## src/rtl/dcp_pkg.sv

```systemverilog
// ----------------------------------------------------------------------------
// dcp_pkg
// Shared types and constants of the display command parser: ASCII codes,
// status codes, parser phases, register map and inter-module structs.
// ----------------------------------------------------------------------------
`timescale 1ns / 1ps

package dcp_pkg;

  // ASCII codes of the command bytes
  localparam logic [7:0] CH_C    = 8'h63;  // 'c'
  localparam logic [7:0] CH_P    = 8'h70;  // 'p'
  localparam logic [7:0] CH_L    = 8'h6C;  // 'l'
  localparam logic [7:0] CH_R    = 8'h72;  // 'r'
  localparam logic [7:0] CH_V    = 8'h76;  // 'v'
  localparam logic [7:0] CH_I    = 8'h69;  // 'i'
  localparam logic [7:0] CH_Y    = 8'h79;  // 'y'
  localparam logic [7:0] CH_N    = 8'h6E;  // 'n'
  localparam logic [7:0] CH_ZERO = 8'h30;  // '0'
  localparam logic [7:0] CH_NINE = 8'h39;  // '9'

  // Indicator status codes
  localparam logic [1:0] ST_PRE = 2'd0;
  localparam logic [1:0] ST_OFF = 2'd1;
  localparam logic [1:0] ST_ON  = 2'd2;

  // Item kinds
  localparam logic KIND_BYTE = 1'b0;
  localparam logic KIND_TICK = 1'b1;

  // Register map: index taken from paddr[2]
  localparam int unsigned CFG_AW      = 3;
  localparam int unsigned CFG_DW      = 32;
  localparam int unsigned BEEP_W      = 10;
  localparam logic        REG_ON_TICKS = 1'b0;
  localparam logic        REG_PERIOD   = 1'b1;

  localparam logic [BEEP_W-1:0] ON_TICKS_RST = 10'd500;
  localparam logic [BEEP_W-1:0] PERIOD_RST   = 10'd1000;

  typedef enum logic [2:0] {
    PH_IDLE  = 3'd0,
    PH_MODE  = 3'd1,
    PH_VALUE = 3'd2,
    PH_D0    = 3'd3,
    PH_D1    = 3'd4,
    PH_D2    = 3'd5
  } phase_t;

  typedef enum logic [2:0] {
    MODE_C = 3'd0,
    MODE_P = 3'd1,
    MODE_L = 3'd2,
    MODE_R = 3'd3,
    MODE_V = 3'd4
  } mode_t;

  // Configuration seen by the datapath
  typedef struct packed {
    logic [BEEP_W-1:0] on_ticks;
    logic [BEEP_W-1:0] period;
    logic              period_wr;
  } cfg_t;

  // One result item
  typedef struct packed {
    logic [1:0]  left_status;
    logic [1:0]  right_status;
    logic [1:0]  car_status;
    logic [1:0]  people_status;
    logic [9:0]  speed;
    logic        command_done;
    logic        beep_level;
  } res_t;

endpackage

```

## src/rtl/dcp_cfg.sv

```systemverilog
// ----------------------------------------------------------------------------
// dcp_cfg
// APB-style register file holding the beeper on-ticks and period settings.
// ----------------------------------------------------------------------------
`timescale 1ns / 1ps

module dcp_cfg (
  input  logic                        clk,
  input  logic                        rst_n,
  input  logic                        psel,
  input  logic                        penable,
  input  logic                        pwrite,
  input  logic [dcp_pkg::CFG_AW-1:0]  paddr,
  input  logic [dcp_pkg::CFG_DW-1:0]  pwdata,
  output logic [dcp_pkg::CFG_DW-1:0]  prdata,
  output logic                        pready,
  output dcp_pkg::cfg_t               cfg
);
  import dcp_pkg::*;

  logic [BEEP_W-1:0] on_ticks_r;
  logic [BEEP_W-1:0] period_r;
  logic              wr_en;
  logic              reg_sel;

  assign pready  = 1'b1;
  assign wr_en   = psel & penable & pwrite;
  assign reg_sel = paddr[2];

  // Write the addressed register in the access cycle
  always_ff @(posedge clk) begin
    if (!rst_n) begin
      on_ticks_r <= ON_TICKS_RST;
      period_r   <= PERIOD_RST;
    end else if (wr_en) begin
      unique case (reg_sel)
        REG_ON_TICKS: on_ticks_r <= pwdata[BEEP_W-1:0];
        REG_PERIOD:   period_r   <= pwdata[BEEP_W-1:0];
        default:      on_ticks_r <= on_ticks_r;
      endcase
    end
  end

  // Read back the addressed register
  always_comb begin
    prdata = '0;
    unique case (reg_sel)
      REG_ON_TICKS: prdata[BEEP_W-1:0] = on_ticks_r;
      REG_PERIOD:   prdata[BEEP_W-1:0] = period_r;
      default:      prdata = '0;
    endcase
  end

  assign cfg.on_ticks  = on_ticks_r;
  assign cfg.period    = period_r;
  assign cfg.period_wr = wr_en & (reg_sel == REG_PERIOD);

endmodule

```

## src/rtl/dcp_rem.sv

```systemverilog
// ----------------------------------------------------------------------------
// dcp_rem
// Bit-serial restoring remainder unit: reduces the beeper count modulo a
// newly written period, one dividend bit per cycle.
// ----------------------------------------------------------------------------
`timescale 1ns / 1ps

module dcp_rem (
  input  logic                       clk,
  input  logic                       rst_n,
  input  logic                       start,
  input  logic [dcp_pkg::BEEP_W-1:0] dividend,
  input  logic [dcp_pkg::BEEP_W-1:0] period,
  output logic                       busy,
  output logic                       done,
  output logic [dcp_pkg::BEEP_W-1:0] result
);
  import dcp_pkg::*;

  localparam int unsigned STEP_W = $clog2(BEEP_W);

  logic              busy_r;
  logic              done_r;
  logic [STEP_W-1:0] step_r;
  logic [BEEP_W-1:0] dvd_r;
  logic [BEEP_W:0]   rem_r;
  logic [BEEP_W:0]   divisor;
  logic [BEEP_W:0]   trial;
  logic [BEEP_W:0]   rem_nxt;

  // A period of zero acts as the full counter range
  assign divisor = (period == '0) ? (BEEP_W+1)'(1 << BEEP_W) : {1'b0, period};

  // Shift in the next dividend bit and subtract when it fits
  assign trial   = {rem_r[BEEP_W-1:0], dvd_r[BEEP_W-1]};
  assign rem_nxt = (trial >= divisor) ? (trial - divisor) : trial;

  always_ff @(posedge clk) begin
    if (!rst_n) begin
      busy_r <= 1'b0;
      done_r <= 1'b0;
      step_r <= '0;
    end else if (start) begin
      busy_r <= 1'b1;
      done_r <= 1'b0;
      step_r <= '0;
    end else if (busy_r) begin
      step_r <= step_r + 1'b1;
      if (step_r == STEP_W'(BEEP_W - 1)) begin
        busy_r <= 1'b0;
        done_r <= 1'b1;
      end
    end else begin
      done_r <= 1'b0;
    end
  end

  // Payload: dividend shifter and partial remainder
  always_ff @(posedge clk) begin
    if (start) begin
      dvd_r <= dividend;
      rem_r <= '0;
    end else if (busy_r) begin
      dvd_r <= {dvd_r[BEEP_W-2:0], 1'b0};
      rem_r <= rem_nxt;
    end
  end

  assign busy   = busy_r | done_r;
  assign done   = done_r;
  assign result = rem_r[BEEP_W-1:0];

endmodule

```

## src/rtl/dcp_core.sv

```systemverilog
// ----------------------------------------------------------------------------
// dcp_core
// Command parser and beeper state: updates all status registers for one
// item and presents the resulting status set.
// ----------------------------------------------------------------------------
`timescale 1ns / 1ps

module dcp_core (
  input  logic                       clk,
  input  logic                       rst_n,
  input  logic                       step,
  input  logic                       kind,
  input  logic [7:0]                 rx_byte,
  input  dcp_pkg::cfg_t              cfg,
  input  logic                       rem_done,
  input  logic [dcp_pkg::BEEP_W-1:0] rem_result,
  output logic [dcp_pkg::BEEP_W-1:0] beep_count,
  output dcp_pkg::res_t              res
);
  import dcp_pkg::*;

  phase_t            phase_r,  phase_nxt;
  mode_t             mode_r,   mode_nxt;
  logic [3:0]        first_r,  first_nxt;
  logic [3:0]        second_r, second_nxt;
  logic [1:0]        left_r,   left_nxt;
  logic [1:0]        right_r,  right_nxt;
  logic [1:0]        car_r,    car_nxt;
  logic [1:0]        people_r, people_nxt;
  logic [9:0]        speed_r,  speed_nxt;
  logic [BEEP_W-1:0] count_r,  count_nxt;
  logic [BEEP_W-1:0] crem_r,   crem_nxt;
  logic              beep_r,   beep_nxt;
  logic              done;

  logic              is_byte;
  logic              is_tick;
  logic              is_mode;
  mode_t             scan_mode;
  phase_t            scan_phase;
  logic              is_digit;
  logic [3:0]        digit;
  logic [1:0]        value_st;
  logic [9:0]        speed_calc;
  logic              beep_active;
  logic [BEEP_W:0]   count_inc;
  logic [BEEP_W:0]   crem_inc;
  logic [BEEP_W:0]   period_ext;

  assign is_byte = step & (kind == KIND_BYTE);
  assign is_tick = step & (kind == KIND_TICK);

  // Decode the byte as a possible mode byte
  always_comb begin
    is_mode   = 1'b1;
    scan_mode = MODE_C;
    unique case (rx_byte)
      CH_C:    scan_mode = MODE_C;
      CH_P:    scan_mode = MODE_P;
      CH_L:    scan_mode = MODE_L;
      CH_R:    scan_mode = MODE_R;
      CH_V:    scan_mode = MODE_V;
      default: is_mode   = 1'b0;
    endcase
  end

  assign scan_phase = is_mode ? PH_MODE : PH_IDLE;
  assign is_digit   = (rx_byte >= CH_ZERO) && (rx_byte <= CH_NINE);
  assign digit      = rx_byte[3:0];
  assign value_st   = (rx_byte == CH_Y) ? ST_ON : (rx_byte == CH_N) ? ST_OFF : ST_PRE;
  assign speed_calc = 10'(first_r) * 10'd100 + 10'(second_r) * 10'd10 + 10'(digit);

  // Next parser phase and pending mode
  always_comb begin
    phase_nxt = phase_r;
    mode_nxt  = mode_r;
    if (is_byte) begin
      unique case (phase_r)
        PH_MODE: begin
          if (rx_byte == CH_I) begin
            phase_nxt = PH_VALUE;
          end else begin
            phase_nxt = scan_phase;
            if (is_mode) mode_nxt = scan_mode;
          end
        end
        PH_VALUE: begin
          phase_nxt = (mode_r == MODE_V) ? PH_D0 : PH_IDLE;
        end
        PH_D0: begin
          if (is_digit) begin
            phase_nxt = PH_D1;
          end else begin
            phase_nxt = scan_phase;
            if (is_mode) mode_nxt = scan_mode;
          end
        end
        PH_D1: begin
          if (is_digit) begin
            phase_nxt = PH_D2;
          end else begin
            phase_nxt = scan_phase;
            if (is_mode) mode_nxt = scan_mode;
          end
        end
        PH_D2: begin
          if (is_digit) begin
            phase_nxt = PH_IDLE;
          end else begin
            phase_nxt = scan_phase;
            if (is_mode) mode_nxt = scan_mode;
          end
        end
        default: begin
          phase_nxt = scan_phase;
          if (is_mode) mode_nxt = scan_mode;
        end
      endcase
    end
  end

  // Indicator, digit and speed updates from the parser phase
  always_comb begin
    first_nxt  = first_r;
    second_nxt = second_r;
    left_nxt   = left_r;
    right_nxt  = right_r;
    car_nxt    = car_r;
    people_nxt = people_r;
    speed_nxt  = speed_r;
    done       = 1'b0;
    if (is_byte) begin
      unique case (phase_r)
        PH_VALUE: begin
          if (mode_r != MODE_V) begin
            done = 1'b1;
            unique case (mode_r)
              MODE_C:  car_nxt    = value_st;
              MODE_P:  people_nxt = value_st;
              MODE_L:  left_nxt   = value_st;
              default: right_nxt  = value_st;
            endcase
          end
        end
        PH_D0: begin
          if (is_digit) first_nxt = digit;
        end
        PH_D1: begin
          if (is_digit) second_nxt = digit;
        end
        PH_D2: begin
          if (is_digit) begin
            speed_nxt = speed_calc;
            done      = 1'b1;
          end
        end
        default: done = 1'b0;
      endcase
    end
  end

  // Beeper: toggle while the raw count is inside the on window, wrap the
  // reduced count at the period
  assign beep_active = (car_r == ST_ON) || (people_r == ST_ON);
  assign count_inc   = {1'b0, count_r} + 1'b1;
  assign crem_inc    = {1'b0, crem_r} + 1'b1;
  assign period_ext  = (cfg.period == '0) ? (BEEP_W+1)'(1 << BEEP_W) : {1'b0, cfg.period};

  always_comb begin
    count_nxt = count_r;
    crem_nxt  = crem_r;
    beep_nxt  = beep_r;
    if (rem_done) begin
      crem_nxt = rem_result;
    end else if (is_tick) begin
      if (beep_active) begin
        beep_nxt  = (count_inc < {1'b0, cfg.on_ticks}) ? ~beep_r : 1'b0;
        count_nxt = (crem_inc == period_ext) ? '0 : crem_inc[BEEP_W-1:0];
        crem_nxt  = count_nxt;
      end else begin
        count_nxt = '0;
        crem_nxt  = '0;
      end
    end
  end

  always_ff @(posedge clk) begin
    if (!rst_n) begin
      phase_r  <= PH_IDLE;
      mode_r   <= MODE_C;
      first_r  <= '0;
      second_r <= '0;
      left_r   <= ST_ON;
      right_r  <= ST_ON;
      car_r    <= ST_OFF;
      people_r <= ST_OFF;
      speed_r  <= '0;
      count_r  <= '0;
      crem_r   <= '0;
      beep_r   <= 1'b0;
    end else begin
      phase_r  <= phase_nxt;
      mode_r   <= mode_nxt;
      first_r  <= first_nxt;
      second_r <= second_nxt;
      left_r   <= left_nxt;
      right_r  <= right_nxt;
      car_r    <= car_nxt;
      people_r <= people_nxt;
      speed_r  <= speed_nxt;
      count_r  <= count_nxt;
      crem_r   <= crem_nxt;
      beep_r   <= beep_nxt;
    end
  end

  assign beep_count = count_r;

  // Status set after this item
  assign res.left_status   = left_nxt;
  assign res.right_status  = right_nxt;
  assign res.car_status    = car_nxt;
  assign res.people_status = people_nxt;
  assign res.speed         = speed_nxt;
  assign res.command_done  = done;
  assign res.beep_level    = beep_nxt;

endmodule

```

## src/rtl/display_command_parser.sv

```systemverilog
// ----------------------------------------------------------------------------
// display_command_parser
// Streaming ASCII command parser for display indicators, speed and beeper.
// ----------------------------------------------------------------------------
// Usage:
//   Input channel (in_valid/in_ready): one item per handshake, either a
//   received byte (in_kind = 0, in_rx_byte) or a timer tick (in_kind = 1).
//   Result channel (out_valid/out_ready): exactly one result per item,
//   carrying all four indicator statuses, the speed, a command-done flag
//   and the beeper level.
//   Configuration: APB-style port, beep_on_ticks at 0x0, beep_period at 0x4.
//   A taken item sits in the input register, is processed and loaded into
//   the result register, whose out_valid then offers it to the receiver;
//   throughput is one item per cycle while the receiver keeps up and no
//   remainder pass is running.
//   Writing beep_period starts a bit-serial remainder pass over the beeper
//   count, one bit per cycle; in_ready stays low while the pass runs.
//   A stalled receiver holds the result register; one further item waits in
//   the input register, after which in_ready drops.
//   Reset (rst_n low, synchronous) empties both registers, sets left/right
//   on, car/people off, speed and beeper count zero, and restores the
//   register defaults 500 and 1000.
// ----------------------------------------------------------------------------
`timescale 1ns / 1ps

module display_command_parser (
  input  logic                       clk,
  input  logic                       rst_n,
  // input channel
  input  logic                       in_valid,
  output logic                       in_ready,
  input  logic                       in_kind,
  input  logic [7:0]                 in_rx_byte,
  // result channel
  output logic                       out_valid,
  input  logic                       out_ready,
  output logic [1:0]                 out_left_status,
  output logic [1:0]                 out_right_status,
  output logic [1:0]                 out_car_status,
  output logic [1:0]                 out_people_status,
  output logic [9:0]                 out_speed,
  output logic                       out_command_done,
  output logic                       out_beep_level,
  // configuration port
  input  logic                       psel,
  input  logic                       penable,
  input  logic                       pwrite,
  input  logic [dcp_pkg::CFG_AW-1:0] paddr,
  input  logic [31:0]                pwdata,
  output logic [31:0]                prdata,
  output logic                       pready
);
  import dcp_pkg::*;

  cfg_t              cfg;
  res_t              res;
  logic              s1_valid_r;
  logic              s1_kind_r;
  logic [7:0]        s1_byte_r;
  logic              out_valid_r;
  res_t              out_r;
  logic              out_free;
  logic              step;
  logic              rem_busy;
  logic              rem_done;
  logic [BEEP_W-1:0] rem_result;
  logic [BEEP_W-1:0] beep_count;

  dcp_cfg u_cfg (
    .clk     (clk),
    .rst_n   (rst_n),
    .psel    (psel),
    .penable (penable),
    .pwrite  (pwrite),
    .paddr   (paddr),
    .pwdata  (pwdata),
    .prdata  (prdata),
    .pready  (pready),
    .cfg     (cfg)
  );

  dcp_rem u_rem (
    .clk      (clk),
    .rst_n    (rst_n),
    .start    (cfg.period_wr),
    .dividend (beep_count),
    .period   (cfg.period),
    .busy     (rem_busy),
    .done     (rem_done),
    .result   (rem_result)
  );

  dcp_core u_core (
    .clk        (clk),
    .rst_n      (rst_n),
    .step       (step),
    .kind       (s1_kind_r),
    .rx_byte    (s1_byte_r),
    .cfg        (cfg),
    .rem_done   (rem_done),
    .rem_result (rem_result),
    .beep_count (beep_count),
    .res        (res)
  );

  // Handshake: process the held item when the result register can take it
  assign out_free = ~out_valid_r | out_ready;
  assign step     = s1_valid_r & out_free;
  assign in_ready = ~rem_busy & (~s1_valid_r | out_free);

  // Input register
  always_ff @(posedge clk) begin
    if (!rst_n) begin
      s1_valid_r <= 1'b0;
    end else if (in_valid && in_ready) begin
      s1_valid_r <= 1'b1;
    end else if (step) begin
      s1_valid_r <= 1'b0;
    end
  end

  always_ff @(posedge clk) begin
    if (in_valid && in_ready) begin
      s1_kind_r <= in_kind;
      s1_byte_r <= in_rx_byte;
    end
  end

  // Result register: load on step, drop when taken
  always_ff @(posedge clk) begin
    if (!rst_n) begin
      out_valid_r <= 1'b0;
    end else if (step) begin
      out_valid_r <= 1'b1;
    end else if (out_ready) begin
      out_valid_r <= 1'b0;
    end
  end

  always_ff @(posedge clk) begin
    if (step) begin
      out_r <= res;
    end
  end

  assign out_valid         = out_valid_r;
  assign out_left_status   = out_r.left_status;
  assign out_right_status  = out_r.right_status;
  assign out_car_status    = out_r.car_status;
  assign out_people_status = out_r.people_status;
  assign out_speed         = out_r.speed;
  assign out_command_done  = out_r.command_done;
  assign out_beep_level    = out_r.beep_level;

endmodule

```

## config.mk

```make
export PLATFORM = sky130hd
export DESIGN_NAME = display_command_parser
export DESIGN_NICKNAME = d
export VERILOG_FILES = /design/src/rtl/dcp_pkg.sv /design/src/rtl/dcp_cfg.sv /design/src/rtl/dcp_rem.sv /design/src/rtl/dcp_core.sv /design/src/rtl/display_command_parser.sv
export SDC_FILE = /design/constraint.sdc
export NUM_CORES = 1
export LEC_CHECK = 0
export ABC_AREA = 1
export BUFFER_PORTS_ARGS = -buffer_cell sky130_fd_sc_hd__buf_2
export CAP_MARGIN = 40
export CORE_UTILIZATION = 55
export CTS_BUF_LIST = sky130_fd_sc_hd__clkbuf_4 sky130_fd_sc_hd__clkbuf_8
export DETAILED_ROUTE_END_ITERATION = 8
export HOLD_SLACK_MARGIN = 0.05
export PLACE_DENSITY = 0.73
export SYNTH_ARGS = -nofsm -noshare
export SYNTH_HDL_FRONTEND = slang
export SYNTH_SLANG_ARGS = --single-unit
```

## constraint.sdc

```tcl
create_clock -name clk -period 4.85 [get_ports clk]
set_clock_uncertainty 0.05 [all_clocks]
set_input_delay 0.485 -clock clk [delete_from_list [all_inputs] [get_ports clk]]
set_output_delay 0.485 -clock clk [all_outputs]
set_load 0.01 [all_outputs]
```

# After elaboration in Yosys (flattened, before gate mapping)
# Index checks and enable logic that the tools add are counted.
[op_classes]
n_mul = 2
eq_ne = 23
n_bitwise = 20
addsub = 6
reduce_logical = 20
muxes = 57
magnitude_cmp = 4
[op_table]
columns = ["op", "n"]
rows = [
  ["$mux 10", 10],
  ["$eq 8x7->1 const B", 8],
  ["$mux 2", 18],
  ["$add 10x1->11 const B", 2],
  ["$mux 3", 7],
  ["$pmux 10 s2", 1],
  ["$mux 1", 16],
  ["$pmux 3 s5", 1],
  ["$pmux 3 s4", 1],
  ["$eq 11x11->1", 1],
  ["$ge 11x11->1", 1],
  ["$lt 11x10->1", 1],
  ["$mux 11", 1],
  ["$add 10x4->10", 1],
  ["$add 10x8->10", 1],
  ["$logic_not 10->1", 1],
  ["$not 1->1", 10],
  ["$sub 10x10->10", 1],
  ["$eq 3x2->1 const B", 3],
  ["$eq 3x3->1 const B", 3],
  ["$pmux 3 s3", 1],
  ["$reduce_or 3->1", 3],
  ["$ge 8x6->1 const B", 1],
  ["$le 8x6->1 const B", 1],
  ["other kinds (20)", 38],
]
[totals]
elab_cells = 162
inputBits = 51
ff_bits = 130
out_inout_bits = 55

# Depth between registers and ports, before layout
# Gate-level depths: netlist of run 1.
[depth]
depth_word = 7
ltp_mapped = 17
ltp_nobuf = 17

# Modules after synthesis
# A second synthesis of run 1 with hierarchy kept.
[unflattened]
hier_cells = 1049
area_unflattened_um2 = 7857.5
[modules_own_cells]
columns = ["mod", "area_each_um2", "cells_per_inst", "instances", "seq_area_each_um2"]
rows = [
  ["dcp_core", 3947.5, 579, 1, 1061.0],
  ["dcp_rem", 1833.0, 261, 1, 620.6],
  ["dcp_cfg", 1101.1, 164, 1, 400.4],
  ["display_command_parser", 975.9, 45, 1, 910.9],
]

# Worst setup path before layout of run 1
# Ideal clock, no wire load.
[synth_path]
path_type = "register -> register"
from = "register u_core.second_r[3]"
to = "register out_r, in the netlist out_speed[8] (data pin)"
synth_period_minus_slack_ns = 3.007
required_ns = 4.541
stages_incl_launch_ff = 14
path_buffers = 0
path_slack_ns = 1.843
setup_ns = 0.259
t_arrival_ns = 2.698
path_cell_list = "dfxtp_1 > ha_1 > ha_1 > fa_1 > ha_1 > ha_1 > a21oi_1 > nand2_1 > nand2_1 > nand2_1 > a21oi_1 > xnor2_1 > o21ai_0 > inv_1"
[synth_lines]
columns = ["item", "line", "text"]
rows = [
  ["from (decl)", "dcp_core.sv:25", "logic [3:0] second_r, second_nxt;"],
  ["from (signal assigned)", "dcp_core.sv:205", "second_r <= second_nxt;"],
  ["to (signal assigned)", "display_command_parser.sv:142", "out_r <= res;"],
  ["to (decl)", "display_command_parser.sv:61", "res_t out_r;"],
]

==> results of run 1 <==
## stage by stage
stage | hold WS, ns | utilization (%)
2_1_floorplan | 0.394 | -
3_3_place_gp | 0.408 | 59.9
3_5_place_dp | 0.415 | 59.9
4_1_cts | 0.135 | 62.9
5_1_grt | 0.129 | 62.9
6_report | 0.152 | 62.9
## worst min path at each step
| stage | depth (start not counted) | start | end |
|---|---|---|---|
| after detailed placement | 2 | u_core.left_r[0] | u_core.left_r[0] |
| after CTS | 1 | in_kind | s1_kind_r |
| after global routing | 1 | in_kind | s1_kind_r |
| after global placement | 2 | u_core.left_r[0] | u_core.left_r[0] |
| after floorplan | 2 | u_core.left_r[0] | u_core.left_r[0] |
| final | 1 | in_kind | s1_kind_r |
## layout by cell type (no fill, tap or decap), types with 8 or more instances in the layout
cell type,synthesis,routed
xnor2_1,11,11
nand4_1,9,9
a211oi_1,8,8
dfxtp_1,91,91
nor3_1,9,9
conb_1,2,23
ha_1,47,47
inv_1,142,142
clkbuf_8,0,18
nand2_1,191,191
buf_2,2,58
o21ai_0,68,68
o22ai_1,8,8
a21oi_1,80,80
edfxtp_1,39,39
nand3_1,57,57
xor2_1,15,15
nor2_1,71,71
## worst max-delay path, cell delays in order (launching register included)
cell	delay [ns]
dfxtp_1	0.41
ha_1	0.27
ha_1	0.23
fa_1	0.44
ha_1	0.31
ha_1	0.37
a21oi_1	0.21
nand2_1	0.07
nand2_1	0.08
nand2_1	0.05
a21oi_1	0.15
xnor2_1	0.08
o21ai_0	0.19
inv_1	0.06
## routing by layer
| layer | share of wire, % | GRT usage (%) | wire length (um) |
|---|---|---|---|
| met5 | 0 | 0 | 0 |
| met4 | 1.3 | 9.20 | 204 |
| met3 | 5.7 | 3.91 | 910 |
| met2 | 41 | 35.3 | 6460 |
| met1 | 52 | 37.9 | 8280 |
## flip-flops by register name, indices dropped and copies added (netlist names), 3 cells and up
signal	count
u_core.mode_r	3
u_core.phase_r	3
u_core.speed_r	10
u_cfg.period_r	10
s1_byte_r	8
u_rem.rem_r	10
u_rem.step_r	4
u_core.first_r	4
u_rem.dvd_r	10
u_core.beep_count	10
out_speed	10
u_core.second_r	4
u_core.crem_r	10
u_cfg.on_ticks_r	10
## where the power goes
part,switching (uW),total (uW),internal [uW]
logic,208,317,109
registers,35.5,1200,1170
clock network,454,876,422
total,697,2390,1700
## logic make-up (layout without fill, tap and decap cells)
group	Yosys count	in the layout	share of synthesized area (%)
xor+xnor	26	26	3.12
fa+ha+maj	53	53	9.70
buf+inv	190	239	11.0
mux	2	2	0.274
simple gates	363	363	21.2
flops	130	130	41.0
compound gates	183	183	13.6
other cells	2	23	0.103
## final cells by class
class / instances / area [um^2] / share of cell area (%)
timing repair buffer: 61 / 313 / 3.89
sequential: 130 / 2990 / 37.3
multi-input combinational: 650 / 3580 / 44.6
clock buffer: 18 / 248 / 3.08
inverter: 146 / 548 / 6.82
clock inverter: 14 / 131 / 1.64
tap: 172 / 215 / 2.68
==> impl_results.md, run 1 <==
* Status: finished, final reports clean
* Crit path capture type: register
* Maxcap violations at 0
* Hold WC Path Type: primary input to register
* Maximum VDD drop at 0.143 mV
* Clock sinks at 130
* Syn. warnings at 0
* Antenna Nets Post-Route at 0
* Worst setup startpoint: u_core.second_r[3]
* Detail Placement HPWL at 11700 um
* Post-place setup slack at 1.68 ns
* Crit path DAT at 3.36 ns
* DIE AREA at approximately 14000 um^2
* WL/cell at 13.3 um
* Min cycle time layout at between 3 and 4 ns
* Endpoints failing setup at 0
* Vias in the first global route at 5290
* CTS clk-pin slew, worst paths at about 0.080 ns
* Setup WS post-layout at 1.66 ns
* R2r endpoint: out_speed[8]
* Fin cells at 1191
* First-pass GRT wire length at 25900 um
* Power density over cell area at 298 nW/um^2
* Clock buffer depth at 2
* Pleak at 0.00388 uW
* Yosys reg bits at 130
* Die Y at 117 um
* Number of flops mapped to enable cells by yosys at 39
* Maximum fanout along the worst path at 5
* IO buf count at 58
* Die X at 117 um
* GPL Wtd Cong at 0.874
* Total global-route track usage at roughly 25%
* Post-synthesis async set-or-reset flop share at 0%
* Antenna diode count at 0
* DRC at 0
* Slew of the pin with the lowest slew margin at 0.806 ns
* Category of the most critical setup path: register to register
* DR pass1 iterations at 7
* Final total power at ~2400 uW
* Final worst-path cycle share at 65.7%
* Post-route cell area at about 8000 um^2
* Post-Syn Instances at 949
* Worst skew pair latency at 0.46 ns
* Final wirelength at 15900 um
* Final hold vios at 0
* Mapped cell area at 7300 um^2
* Worst setup SP type: register
* Cell row count at 41
* FF-to-FF Start: u_core.second_r[3]
* Post-synth top cells: nand2_1 (191), inv_1 (142), dfxtp_1 (91)
* Placed Cells at 1159
* CTS tree: done
* Post-cts resize count at 0
* Antenna violations before repair at 0
* Most numerous cell in the Yosys netlist: nand2_1
* Sequential area share after synthesis at a little over 40%
* Share of cells above drive strength 1 at approximately 11%
* R2R cell count at 13
* GRT overflow at 0
* Placed instance area at 7650 um^2
* Slew Limit Fails at 0
* Ports at 106
* Top cell type by total area after synthesis: dfxtp_1
* Share of the synthesized area in the top cell type at about a quarter
* Largest net degree at the start of global routing at 61
* CTS buffer count at 17
* Starting density of the core at 57.2%
* Top cells by area, synth: dfxtp_1 (25%), edfxtp_1 (16%), nand2_1 (9.8%), ha_1 (8.1%), inv_1 (7.3%)
* Data required, critical path at 5.02 ns
* Setup TNS at 0 ns
* CTS Hold Bufs at 0
* Area growth syn-to-layout at 9.97%
* Syn Area/Cell at between 7 and 8 um^2
* RSZ-0062 raised after global routing: false
* Detailed-route vias per instance at 5.11
* Core Area at 12800 um^2
* Main synth FF type: dfxtp_1
* Post-CTS setup buffers at 0
* Achievable Freq at between 0.3 and 0.4 GHz
* Worst setup path endpoint: out_speed[8]
* Via count at 6084
* CTS root buffer: clkbuf_8
* Distinct cells, synth at 42
* H-tree levels at 4
* Fill cell count at about 1100
* Worst reg2reg setup slack at 1.66 ns
* DR iter-0 viols at 464
* Final net count at between 1000 and 1500
* Worst slew margin at a little under half
(Power assumes the default switching activity.)
==> run 2, diff against run 1 <==
clock period = 3 ns   (was 4.85 ns; I/O delays follow)
==> run 2 against run 1 <==
Global-route usage up 1.2 points. Final cell count up 2.0%. Die area unchanged. Setup slack worse by 1.5 ns. Fmax up 11%. Sequential share of layout area down 1.7 points. Register-to-register slack worse by 1.5 ns. Critical path type unchanged. Highest routed layer unchanged.
==> impl_results.md, run 2 (synthesized netlist as in run 1, its figures left out) <==
* Post-CTS setup buffers at 0
* WL/cell at approximately 14 um
* R2R cell count at 13
* Post-place setup slack at -0.0316 ns
* Final hold vios at 0
* Worst skew pair latency at 0.45 ns
* Hold WC Path Type: primary input to register
* Antenna Nets Post-Route at 0
* Crit path capture type: register
* IO buf count at 58
* Crit path DAT at between 3 and 4 ns
* Fin cells at ~1200
* Worst setup SP type: register
* CTS root buffer: clkbuf_8
* DIE AREA at 13700 um^2
* Die Y at 117 um
* Ports at 106
* CTS tree: done
* Die X at around 120 um
* Setup WS post-layout at 0.130 ns
* Via count at 6305
* GRT overflow at 0
* R2r endpoint: out_speed[9]
* Final hold slack at 0.0680 ns
* Pleak at 0.00402 uW
* Status: finished, final reports clean
* Min cycle time layout at between 2 and 3 ns
* Final wirelength at 16800 um
* Largest net degree at the start of global routing at 32
* Vias in the first global route at 5619
* Total global-route track usage at 26.1%
* Data required, critical path at 3.16 ns
* DR pass1 iterations at 5
* Slew Limit Fails at 0
* Antenna diode count at 0
* Achievable Freq at approximately 0.35 GHz
* CTS buffer count at 17
* FF-to-FF Start: u_core.second_r[3]
* GPL Wtd Cong at 0.895
* Final net count at 1134
* Maximum fanout along the worst path at 3
* Post-route cell area at approximately 8400 um^2
* Worst reg2reg setup slack at 0.13 ns
* Setup TNS at 0 ns
* Core Area at 12800 um^2
* Final worst-path cycle share at 95.7%
* RSZ-0062 raised after global routing: false
* H-tree levels at 4
* Detail Placement HPWL at around 12000 um
* Share of cells above drive strength 1 at between 10% and 20%
* Starting density of the core at 57.2%
* Placed Cells at 1167
* Worst setup startpoint: u_core.second_r[3]
* First-pass GRT wire length at 27100 um
* Area growth syn-to-layout at 15.4%
* Endpoints failing setup at 0
* CTS clk-pin slew, worst paths at ~0.08 ns
* Antenna violations before repair at 0
* Clock buffer depth at 2
* Category of the most critical setup path: register to register
* Worst setup path endpoint: out_speed[9]
* Clock sinks at 130
* Slew of the pin with the lowest slew margin at 0.746 ns
* DR iter-0 viols at approximately 520
* Placed instance area at 7710 um^2
* Power density over cell area at 497 nW/um^2
* Maxcap violations at 0
* Cell row count at 41
* Detailed-route vias per instance at ~5.2
* Worst slew margin at 50.0%
* Most frequent cells in the layout: nand2_1 (191), inv_1 (142), dfxtp_1 (88)
* Maximum VDD drop at about 0.44 mV
* DRC at 0
* Commonest non-fill, non-tap cell in the layout: nand2_1
## run 2: routing by layer
layer	GRT usage (%)	part of all wire [%]	vias to the layer above	wire, um
met5	0	0	-	0
met4	8.35	1.2	0	205
met3	4.33	5.4	16	916
met2	40.6	45	199	7530
met1	37.1	49	2875	8190
li1	-	-	3215	-
## run 2: power breakdown
part	leakage [uW]	internal, uW	total [uW]	switching (uW)
Clock	0.000223	1010	1710	705
Sequential	0.00110	1890	1940	59.3
Combinational	0.00270	192	530	338
## run 2: repair_timing
item	4_1_cts	5_1_grt
hold endpoints to repair	18	0
setup endpoints to repair	2	4
pin swaps	0	7
gates resized for setup	3	14
hold buffers	16	0
## run 2: worst max-delay path, cell delays in order (launching register included)
cell	delay (ns)
dfxtp_2	0.34
ha_4	0.24
ha_4	0.16
fa_2	0.58
ha_4	0.20
ha_4	0.26
buf_4	0.15
nand2_1	0.05
inv_1	0.03
nand4_1	0.09
nand3_2	0.07
or2_2	0.28
nand3_2	0.07
nand2_1	0.05
## run 2: area by class of cell
cell class              instances  area (um^2)
fillers                      1134         4340
multi-input cells             650         3680
flip-flops and latches        130         3000
inverters                     146          548
repair buffers                 85          533
clock buffers                  19          249
well taps                     172          215
clock inverters                13          208
## run 2: worst min path at each step
stage	from	end	depth (start not counted)
6_report	pwdata[2]	u_cfg.on_ticks_r[2]	3
5_1_grt	pwdata[2]	u_cfg.on_ticks_r[2]	3
4_1_cts	pwdata[2]	u_cfg.on_ticks_r[2]	3
3_5_place_dp	u_core.left_r[0]	u_core.left_r[0]	2
3_3_place_gp	u_core.left_r[0]	u_core.left_r[0]	2
2_1_floorplan	in_rx_byte[0]	s1_byte_r[0]	0
## run 2: metrics by stage
| step | util, % | power [uW] |
|---|---|---|
| final | 66.0 | 4190 |
| after global routing | 66.0 | 4370 |
| after CTS | 65.4 | 4190 |
| after detailed placement | 60.4 | 2490 |
| after global placement | 60.4 | 2480 |
| after floorplan | - | 2370 |
